`src/rrg_pkg.sv`:
```
// Package for the reference ramp generator: field widths, register indexes,
// profile phase codes and the configuration struct.
// No dependencies; every other file of the block imports it.
`timescale 1ns / 1ps
`default_nettype none

package rrg_pkg;

	// Default fixed-point format of the reference
	localparam int RRG_REF_FRAC_BITS = 20;
	localparam int RRG_REF_WIDTH     = 24;

	// Configuration register widths
	localparam int CFG_STEP_W  = 17;
	localparam int CFG_TICK_W  = 20;
	localparam int CFG_DATA_W  = 20;
	localparam int CFG_INDEX_W = 3;

	// Tick counter and phase code widths
	localparam int ELAPSED_W = 22;
	localparam int PHASE_W   = 3;

	// Register indexes
	localparam logic [CFG_INDEX_W-1:0] REG_TEST_MODE       = 3'd0;
	localparam logic [CFG_INDEX_W-1:0] REG_ACCEL_STEP      = 3'd1;
	localparam logic [CFG_INDEX_W-1:0] REG_DECEL_STEP      = 3'd2;
	localparam logic [CFG_INDEX_W-1:0] REG_TEST_ACCEL_STEP = 3'd3;
	localparam logic [CFG_INDEX_W-1:0] REG_TEST_DECEL_STEP = 3'd4;
	localparam logic [CFG_INDEX_W-1:0] REG_POSITIVE_TICKS  = 3'd5;
	localparam logic [CFG_INDEX_W-1:0] REG_ZERO_TICKS      = 3'd6;
	localparam logic [CFG_INDEX_W-1:0] REG_NEGATIVE_TICKS  = 3'd7;

	// Profile phase codes
	localparam logic [PHASE_W-1:0] PHASE_POSITIVE = 3'd0;
	localparam logic [PHASE_W-1:0] PHASE_ZERO_A   = 3'd1;
	localparam logic [PHASE_W-1:0] PHASE_NEGATIVE = 3'd2;
	localparam logic [PHASE_W-1:0] PHASE_ZERO_B   = 3'd3;
	localparam logic [PHASE_W-1:0] PHASE_NONE     = 3'd4;

	// Tick lengths reset value
	localparam logic [CFG_TICK_W-1:0] TICKS_RESET = 20'd1000;

	// Register file contents as seen by the datapath
	typedef struct packed {
		logic                  test_mode;
		logic [CFG_STEP_W-1:0] accel_step;
		logic [CFG_STEP_W-1:0] decel_step;
		logic [CFG_STEP_W-1:0] test_accel_step;
		logic [CFG_STEP_W-1:0] test_decel_step;
		logic [CFG_TICK_W-1:0] positive_ticks;
		logic [CFG_TICK_W-1:0] zero_ticks;
		logic [CFG_TICK_W-1:0] negative_ticks;
	} rrg_cfg_t;

endpackage

`default_nettype wire

```
`src/reference_ramp_generator_top.sv`:
```
// Top level of the reference ramp generator: stream handshake, input and
// result registers. Depends on rrg_pkg, rrg_cfg and rrg_core.
`timescale 1ns / 1ps
`default_nettype none

// Reference ramp generator. Each request on the slave stream is one tick
// carrying a set reference; each tick yields exactly one result on the
// master stream with the rate-limited reference and the test profile
// phase. One tick is accepted per clock cycle when the master side takes
// results; each result passes the input register, then the result register.
// The rate is set by the state loop: the stored output and the tick
// counter are updated together by one add, compare and clamp. The
// slave side keeps accepting while a result waits on the master side,
// until the input register is also full. Configuration writes take effect
// at the next clock and should be made only while no tick is in flight.

module reference_ramp_generator_top import rrg_pkg::*; #(
	parameter int REF_FRAC_BITS = RRG_REF_FRAC_BITS,
	parameter int REF_WIDTH     = RRG_REF_WIDTH,
	localparam int IN_W  = ((REF_WIDTH + 7) / 8) * 8,
	localparam int OUT_W = ((REF_WIDTH + PHASE_W + 7) / 8) * 8
) (
	input  wire logic                   clk,
	input  wire logic                   arst_n,
	// configuration write port
	input  wire logic                   cfg_we,
	input  wire logic [CFG_INDEX_W-1:0] cfg_index,
	input  wire logic [CFG_DATA_W-1:0]  cfg_data,
	// slave stream
	input  wire logic                   s_tvalid,
	output logic                        s_tready,
	input  wire logic [IN_W-1:0]        s_tdata,  // set_reference
	// master stream
	output logic                        m_tvalid,
	input  wire logic                   m_tready,
	output logic [OUT_W-1:0]            m_tdata   // ramped_reference, profile_phase
);

	rrg_cfg_t cfg;

	logic                        valid_s1;
	logic signed [REF_WIDTH-1:0] ref_s1;
	logic                        adv_s1;
	logic                        core_en;
	logic signed [REF_WIDTH-1:0] core_ramp;
	logic [PHASE_W-1:0]          core_phase;
	logic                        out_valid_q;
	logic signed [REF_WIDTH-1:0] ramp_q;
	logic [PHASE_W-1:0]          phase_q;

	rrg_cfg #(
		.REF_FRAC_BITS(REF_FRAC_BITS)
	) u_cfg (
		.clk      (clk),
		.arst_n   (arst_n),
		.cfg_we   (cfg_we),
		.cfg_index(cfg_index),
		.cfg_data (cfg_data),
		.cfg      (cfg)
	);

	// Handshake: input register moves on when the result register is free
	assign adv_s1   = !out_valid_q || m_tready;
	assign s_tready = !valid_s1 || adv_s1;
	assign core_en  = valid_s1 && adv_s1;

	// Input register
	always_ff @(posedge clk or negedge arst_n) begin
		if (!arst_n) begin
			valid_s1 <= 1'b0;
		end else if (s_tready) begin
			valid_s1 <= s_tvalid;
		end
	end

	always_ff @(posedge clk) begin
		if (s_tvalid && s_tready) begin
			ref_s1 <= s_tdata[REF_WIDTH-1:0];
		end
	end

	rrg_core #(
		.REF_FRAC_BITS(REF_FRAC_BITS),
		.REF_WIDTH    (REF_WIDTH)
	) u_core (
		.clk             (clk),
		.arst_n          (arst_n),
		.en              (core_en),
		.set_reference   (ref_s1),
		.cfg             (cfg),
		.ramped_reference(core_ramp),
		.profile_phase   (core_phase)
	);

	// Result register
	always_ff @(posedge clk or negedge arst_n) begin
		if (!arst_n) begin
			out_valid_q <= 1'b0;
		end else if (core_en) begin
			out_valid_q <= 1'b1;
		end else if (m_tready) begin
			out_valid_q <= 1'b0;
		end
	end

	always_ff @(posedge clk) begin
		if (core_en) begin
			ramp_q  <= core_ramp;
			phase_q <= core_phase;
		end
	end

	assign m_tvalid = out_valid_q;
	assign m_tdata  = OUT_W'({phase_q, ramp_q});

endmodule

`default_nettype wire

```
`src/rrg_cfg.sv`:
```
// Configuration register file of the reference ramp generator.
// Depends on rrg_pkg for widths, register indexes and rrg_cfg_t.
`timescale 1ns / 1ps
`default_nettype none

module rrg_cfg import rrg_pkg::*; #(
	parameter int REF_FRAC_BITS = RRG_REF_FRAC_BITS
) (
	input  wire logic                   clk,
	input  wire logic                   arst_n,
	input  wire logic                   cfg_we,
	input  wire logic [CFG_INDEX_W-1:0] cfg_index,
	input  wire logic [CFG_DATA_W-1:0]  cfg_data,
	output rrg_cfg_t                    cfg
);

	// About one thousandth in the reference format, truncated to the register
	localparam longint ONE = longint'(1) << REF_FRAC_BITS;
	localparam logic [CFG_STEP_W-1:0] DEFAULT_STEP = CFG_STEP_W'((ONE + 500) / 1000);

	rrg_cfg_t cfg_q;

	// Register writes
	always_ff @(posedge clk or negedge arst_n) begin
		if (!arst_n) begin
			cfg_q.test_mode       <= 1'b0;
			cfg_q.accel_step      <= DEFAULT_STEP;
			cfg_q.decel_step      <= DEFAULT_STEP;
			cfg_q.test_accel_step <= '0;
			cfg_q.test_decel_step <= '0;
			cfg_q.positive_ticks  <= TICKS_RESET;
			cfg_q.zero_ticks      <= TICKS_RESET;
			cfg_q.negative_ticks  <= TICKS_RESET;
		end else if (cfg_we) begin
			case (cfg_index)
				REG_TEST_MODE:       cfg_q.test_mode       <= cfg_data[0];
				REG_ACCEL_STEP:      cfg_q.accel_step      <= cfg_data[CFG_STEP_W-1:0];
				REG_DECEL_STEP:      cfg_q.decel_step      <= cfg_data[CFG_STEP_W-1:0];
				REG_TEST_ACCEL_STEP: cfg_q.test_accel_step <= cfg_data[CFG_STEP_W-1:0];
				REG_TEST_DECEL_STEP: cfg_q.test_decel_step <= cfg_data[CFG_STEP_W-1:0];
				REG_POSITIVE_TICKS:  cfg_q.positive_ticks  <= cfg_data[CFG_TICK_W-1:0];
				REG_ZERO_TICKS:      cfg_q.zero_ticks      <= cfg_data[CFG_TICK_W-1:0];
				REG_NEGATIVE_TICKS:  cfg_q.negative_ticks  <= cfg_data[CFG_TICK_W-1:0];
				default: ;
			endcase
		end
	end

	assign cfg = cfg_q;

endmodule

`default_nettype wire

```
`src/rrg_core.sv`:
```
// Ramp datapath: target selection, test profile counter and the
// rate-limited, clamped move of the stored output. Depends on rrg_pkg.
`timescale 1ns / 1ps
`default_nettype none

module rrg_core import rrg_pkg::*; #(
	parameter int REF_FRAC_BITS = RRG_REF_FRAC_BITS,
	parameter int REF_WIDTH     = RRG_REF_WIDTH
) (
	input  wire logic                        clk,
	input  wire logic                        arst_n,
	input  wire logic                        en,
	input  wire logic signed [REF_WIDTH-1:0] set_reference,
	input  wire rrg_cfg_t                    cfg,
	output logic signed [REF_WIDTH-1:0]      ramped_reference,
	output logic [PHASE_W-1:0]               profile_phase
);

	// Substitute step for a zero normal step: about one tenth
	localparam longint ONE      = longint'(1) << REF_FRAC_BITS;
	localparam longint FALLBACK = (ONE + 5) / 10;
	localparam int FB_BITS  = $clog2(FALLBACK + 1);
	localparam int STEP_W   = (FB_BITS > CFG_STEP_W) ? FB_BITS : CFG_STEP_W;
	localparam int SUM_W    = ((REF_WIDTH > STEP_W) ? REF_WIDTH : STEP_W) + 2;
	localparam logic [STEP_W-1:0] FALLBACK_STEP = STEP_W'(FALLBACK);
	localparam logic signed [REF_WIDTH-1:0] REF_MAX = {1'b0, {(REF_WIDTH-1){1'b1}}};
	localparam logic signed [REF_WIDTH-1:0] REF_MIN = {1'b1, {(REF_WIDTH-1){1'b0}}};

	logic signed [REF_WIDTH-1:0] output_value_q;
	logic [ELAPSED_W-1:0]        elapsed_q;

	logic signed [REF_WIDTH-1:0] neg_ref;
	logic [ELAPSED_W-1:0]        b1, b2, b3, b4;
	logic [PHASE_W-1:0]          phase;
	logic signed [REF_WIDTH-1:0] tgt;
	logic [CFG_STEP_W-1:0]       gate;
	logic [STEP_W-1:0]           up, down, rise, fall;
	logic                        jumps;
	logic signed [SUM_W-1:0]     cur_x, tgt_x, rise_x, fall_x, sum_up, sum_dn;
	logic signed [REF_WIDTH-1:0] ramp_v;
	logic signed [REF_WIDTH-1:0] next_value;
	logic [ELAPSED_W-1:0]        next_elapsed;

	// Phase boundaries of the test profile
	always_comb begin
		b1 = ELAPSED_W'(cfg.positive_ticks);
		b2 = b1 + ELAPSED_W'(cfg.zero_ticks);
		b3 = b2 + ELAPSED_W'(cfg.negative_ticks);
		b4 = b3 + ELAPSED_W'(cfg.zero_ticks);
	end

	// Negated reference, most negative saturates to most positive
	assign neg_ref = (set_reference == REF_MIN) ? REF_MAX : -set_reference;

	// Phase, target and step selection
	always_comb begin
		phase = PHASE_NONE;
		tgt   = '0;
		gate  = cfg.test_decel_step;
		if (cfg.test_mode) begin
			if (elapsed_q < b1) begin
				phase = PHASE_POSITIVE;
				tgt   = set_reference;
				gate  = cfg.test_accel_step;
			end else if (elapsed_q < b2) begin
				phase = PHASE_ZERO_A;
			end else if (elapsed_q < b3) begin
				phase = PHASE_NEGATIVE;
				tgt   = neg_ref;
				gate  = cfg.test_accel_step;
			end else if (elapsed_q < b4) begin
				phase = PHASE_ZERO_B;
			end
			up    = STEP_W'(cfg.test_accel_step);
			down  = STEP_W'(cfg.test_decel_step);
			jumps = 1'b1;
		end else begin
			tgt   = set_reference;
			up    = (cfg.accel_step == '0) ? FALLBACK_STEP : STEP_W'(cfg.accel_step);
			down  = (cfg.decel_step == '0) ? FALLBACK_STEP : STEP_W'(cfg.decel_step);
			jumps = 1'b0;
		end
	end

	// Rate-limited move; accel and decel swap below zero
	always_comb begin
		rise   = output_value_q[REF_WIDTH-1] ? down : up;
		fall   = output_value_q[REF_WIDTH-1] ? up : down;
		cur_x  = SUM_W'(output_value_q);
		tgt_x  = SUM_W'(tgt);
		rise_x = signed'(SUM_W'(rise));
		fall_x = signed'(SUM_W'(fall));
		sum_up = cur_x + rise_x;
		sum_dn = cur_x - fall_x;
		ramp_v = output_value_q;
		if (tgt > output_value_q) begin
			if ((rise == '0 && jumps) || sum_up > tgt_x) begin
				ramp_v = tgt;
			end else begin
				ramp_v = sum_up[REF_WIDTH-1:0];
			end
		end else if (tgt < output_value_q) begin
			if ((fall == '0 && jumps) || sum_dn < tgt_x) begin
				ramp_v = tgt;
			end else begin
				ramp_v = sum_dn[REF_WIDTH-1:0];
			end
		end
	end

	// Next state: jump, ramp, or hold on the wrap tick
	always_comb begin
		next_value   = ramp_v;
		next_elapsed = elapsed_q;
		if (cfg.test_mode) begin
			if (phase == PHASE_NONE) begin
				next_value   = output_value_q;
				next_elapsed = '0;
			end else begin
				if (gate == '0) begin
					next_value = tgt;
				end
				next_elapsed = ELAPSED_W'(elapsed_q + 1'b1);
			end
		end
	end

	// State registers
	always_ff @(posedge clk or negedge arst_n) begin
		if (!arst_n) begin
			output_value_q <= '0;
			elapsed_q      <= '0;
		end else if (en) begin
			output_value_q <= next_value;
			elapsed_q      <= next_elapsed;
		end
	end

	assign ramped_reference = next_value;
	assign profile_phase    = phase;

endmodule

`default_nettype wire

```
`config.mk`:
```
export PLATFORM = sky130hd
export DESIGN_NAME = reference_ramp_generator_top
export DESIGN_NICKNAME = d
export VERILOG_FILES = /design/src/rrg_pkg.sv /design/src/reference_ramp_generator_top.sv /design/src/rrg_cfg.sv /design/src/rrg_core.sv
export SDC_FILE = /design/constraint.sdc
export NUM_CORES = 1
export LEC_CHECK = 0
export ABC_AREA = 1
export BUFFER_PORTS_ARGS = -buffer_cell sky130_fd_sc_hd__buf_2
export CAP_MARGIN = 20
export CORE_MARGIN = 4
export CORE_UTILIZATION = 40
export DETAILED_ROUTE_END_ITERATION = 8
export SYNTH_ARGS = -nofsm -noshare
export SYNTH_HDL_FRONTEND = slang
export SYNTH_SLANG_ARGS = --single-unit
```
`constraint.sdc`:
```
create_clock -name clk -period 10.6 [get_ports clk]
set_input_delay 2.65 -clock clk [delete_from_list [all_inputs] [get_ports clk]]
set_output_delay 2.65 -clock clk [all_outputs]
set_load 0.05 [all_outputs]
```
==> flow_metrics.env <==
export IMPL_drc=0
export IMPL_routed_via_density=5.34
export IMPL_status="finished clean"
export IMPL_ys_seq_elements=228
export IMPL_gp_congestion=0.951
export IMPL_vias=19100
export IMPL_endpoint_kind="flop"
export IMPL_synth_edff_count=51
export IMPL_final_hold_viol_count=0
export IMPL_synthArstFlopShare_pct=77.6
export IMPL_start_util_pct=40.4
export IMPL_finalNetCount=3180
export IMPL_fill_cells=5101
export IMPL_mostFrequentLayoutCells="747 x nand2_1, 365 x inv_1, 269 x o21ai_0, 239 x ha_1, 178 x a21oi_1"
export IMPL_grt_pass1_wl_mm=102
export IMPL_design_core_area_um2=50200
export IMPL_dieArea_um2=54300
export IMPL_netlist_area_um2=20300
export IMPL_root_buffer="clkbuf_16"
export IMPL_antenna_found_initial=3
export IMPL_cts_resized=0
export IMPL_syn_avg_cell_area_um2=7.14
export IMPL_grt_start_max_net_pins=72
export IMPL_clk_latency_ps=590
export IMPL_layout_commonest_cell="nand2_1"
export IMPL_critPathBufInv=8
export IMPL_drt_pass1_iterations=5
export IMPL_cpMaxStageDelayCell="clkinv_1"
export IMPL_grt_overflow=0
export IMPL_critical_path_peak_fanout=28
export IMPL_post_cts_setup_buffer_count=0
export IMPL_clkSlewWorstSetupHoldPaths_ps=60
export IMPL_critPathRequiredTime_ps=11130
export IMPL_grt_usage_pct=23.7
export IMPL_wl_mm=65.5
export IMPL_io_pins=86
export IMPL_worst_pin_slew_ps=1050
export IMPL_critPathTopFamily="simple AND/OR/NAND/NOR gates"
export IMPL_drive_above_1_share_pct=8.36
export IMPL_synth_cell_types=66
export IMPL_finalClockSkew_ps=38.2
export IMPL_drt_iter0_markers=1442
export IMPL_min_period_ps=9500
export IMPL_synthFlopType="dfrtp_1"
export IMPL_drtAntennaViolNets=0
export IMPL_maxCapViolCount=0
export IMPL_portBuffers=80
export IMPL_slew_limit_headroom_pct=30.2
export IMPL_rsz0062_at_grt="no"
export IMPL_numCtsBuffers=28
export IMPL_fmax_mhz=105
export IMPL_area_growth_pct=9.65
export IMPL_crit_path_frequent_cell="nand2_1"
export IMPL_fp_dieW_um=233
export IMPL_hold_buffers=0
export IMPL_crit_path_start_kind="flop"
export IMPL_seq_area_frac_synth_pct=29.6
export IMPL_setup_tns_ps=0
export IMPL_hold_path_class="flop to flop"
export IMPL_arrival_ps=10030
export IMPL_holdWs_ps=487
export IMPL_synth_warnings=0
export IMPL_cts_tree="built"
export IMPL_synth_cells=2840
export IMPL_maxSlewViolCount=0
export IMPL_finalSetupViolCount=0
export IMPL_rows=82
export IMPL_grt_pass1_vias=18300
export IMPL_finalCritPeriodShare_pct=89.6
export IMPL_crit_type="flop to flop"
export IMPL_antenna_cells=0
export IMPL_cts_path_max_buffers=3
export IMPL_clkSinkCount=228
export IMPL_h_tree_depth=1
export IMPL_dpl_hpwl_mm=50.6
export IMPL_die_h_um=233
export IMPL_max_stage_delay_ps=420
export IMPL_wl_per_cell_um=18.3
Yosys cell counts (5+ instances only):
| library cell | number | area share (%) |
|---|---|---|
| dfrtp_1 | 151 | 19 |
| nor3_1 | 26 | 0.64 |
| nand3_1 | 136 | 3.4 |
| edfxtp_1 | 51 | 7.6 |
| nor2_2 | 7 | 0.22 |
| xnor2_1 | 37 | 1.6 |
| nand4_1 | 68 | 2.1 |
| buf_4 | 6 | 0.22 |
| a31oi_1 | 13 | 0.40 |
| a211oi_1 | 11 | 0.41 |
| nor3b_1 | 7 | 0.26 |
| buf_1 | 6 | 0.11 |
| nand2_2 | 17 | 0.52 |
| a21o_1 | 7 | 0.26 |
| o21bai_1 | 11 | 0.41 |
| nor4_1 | 21 | 0.65 |
| o211ai_1 | 8 | 0.30 |
| dfstp_2 | 26 | 3.4 |
| o21ai_1 | 5 | 0.12 |
| nand2_1 | 747 | 14 |
| inv_1 | 365 | 6.8 |
| a21oi_1 | 178 | 4.4 |
| xor2_1 | 77 | 3.3 |
| o21ai_0 | 269 | 6.6 |
| clkbuf_1 | 65 | 1.2 |
| a21boi_0 | 5 | 0.19 |
| o22ai_1 | 13 | 0.40 |
| ha_1 | 239 | 15 |
| inv_2 | 9 | 0.17 |
| nor2_1 | 173 | 3.2 |
| fa_1 | 5 | 0.49 |
| buf_2 | 8 | 0.20 |
| buf_6 | 6 | 0.33 |
| nand3b_1 | 5 | 0.19 |
metrics by stage:
step | instances | utilization, % | cell area, µm² | setup slack (ps)
after floorplan | 2844 | - | 20300 | 3110
final | 3577 | 44.3 | 22200 | 1100
after detailed placement | 3524 | 42.4 | 21300 | 1130
after CTS | 3575 | 44.2 | 22200 | 1100
after global routing | 3577 | 44.3 | 22200 | 86.8
after global placement | 3524 | 42.4 | 21300 | 1270
worst paths after layout:
| kind | start | end | slack [ps] | cells after the start |
|---|---|---|---|---|
| hold reg to reg | u_cfg.cfg[122] | u_cfg.cfg[122] | 490 | 2 |
| hold / removal | u_cfg.cfg[122] | u_cfg.cfg[122] | 490 | 2 |
| min in group asynchronous | arst_n | u_core.output_value_q[9] | 2000 | 1 |
| setup reg to reg | u_cfg.cfg[20] | u_core.output_value_q[15] | 1100 | 49 |
| max in group asynchronous | arst_n | u_cfg.cfg[128] | 6460 | 3 |
| setup / recovery | u_cfg.cfg[20] | u_core.output_value_q[15] | 1100 | 49 |
logic make-up (layout without fill, tap and decap cells):
| kind of cell | after synthesis | in the layout | synth area share [%] |
|---|---|---|---|
| adders and majority gates | 244 | 244 | 15.2 |
| and+or+nand+nor | 1239 | 1239 | 26.5 |
| AOI/OAI and AO/OA | 543 | 543 | 14.5 |
| buffers and inverters | 470 | 531 | 9.15 |
| xor gates and xnor gates | 114 | 114 | 4.93 |
| DFF | 228 | 228 | 29.6 |
| other | 1 | 5 | 0.0185 |
| muxes | 1 | 1 | 0.0494 |
state kept, by name, summed over array words and instances (netlist names):
register,count
valid_s1,1
phase_q,3
u_core.elapsed_q,22
ramp_q,24
ref_s1,24
u_core.output_value_q,24
m_tvalid,1
u_cfg.cfg,129
cell type report:
| type | count | area (µm²) | share of cell area, % |
|---|---|---|---|
| multi-input combinational | 2146 | 12400 | 56.0 |
| sequential | 228 | 5990 | 27.0 |
| inverter | 378 | 1420 | 6.39 |
| tap | 672 | 841 | 3.78 |
| clock buffer | 37 | 810 | 3.64 |
| timing repair buffer | 102 | 602 | 2.71 |
| clock inverter | 14 | 109 | 0.490 |
worst register-to-register path, delay by kind of cell (launching register included):
kind | cells | cell delay, ps
buf+inv | 8 | 1250
flops | 1 | 390
xor+xnor | 2 | 440
fa+ha+maj | 5 | 1610
compound gates | 9 | 2080
simple gates | 25 | 3660
per-layer routing:
| metal | track usage [%] | vias up | routed length, µm |
|---|---|---|---|
| li1 | - | 9521 | - |
| met1 | 31.4 | 9044 | 29300 |
| met2 | 40.3 | 444 | 30900 |
| met3 | 2.56 | 105 | 2870 |
| met4 | 8.14 | 0 | 2460 |
| met5 | 0 | - | 0 |
Power is not shown: default switching activity piles up to over one toggle a cycle in this logic, so the estimate is an artifact.
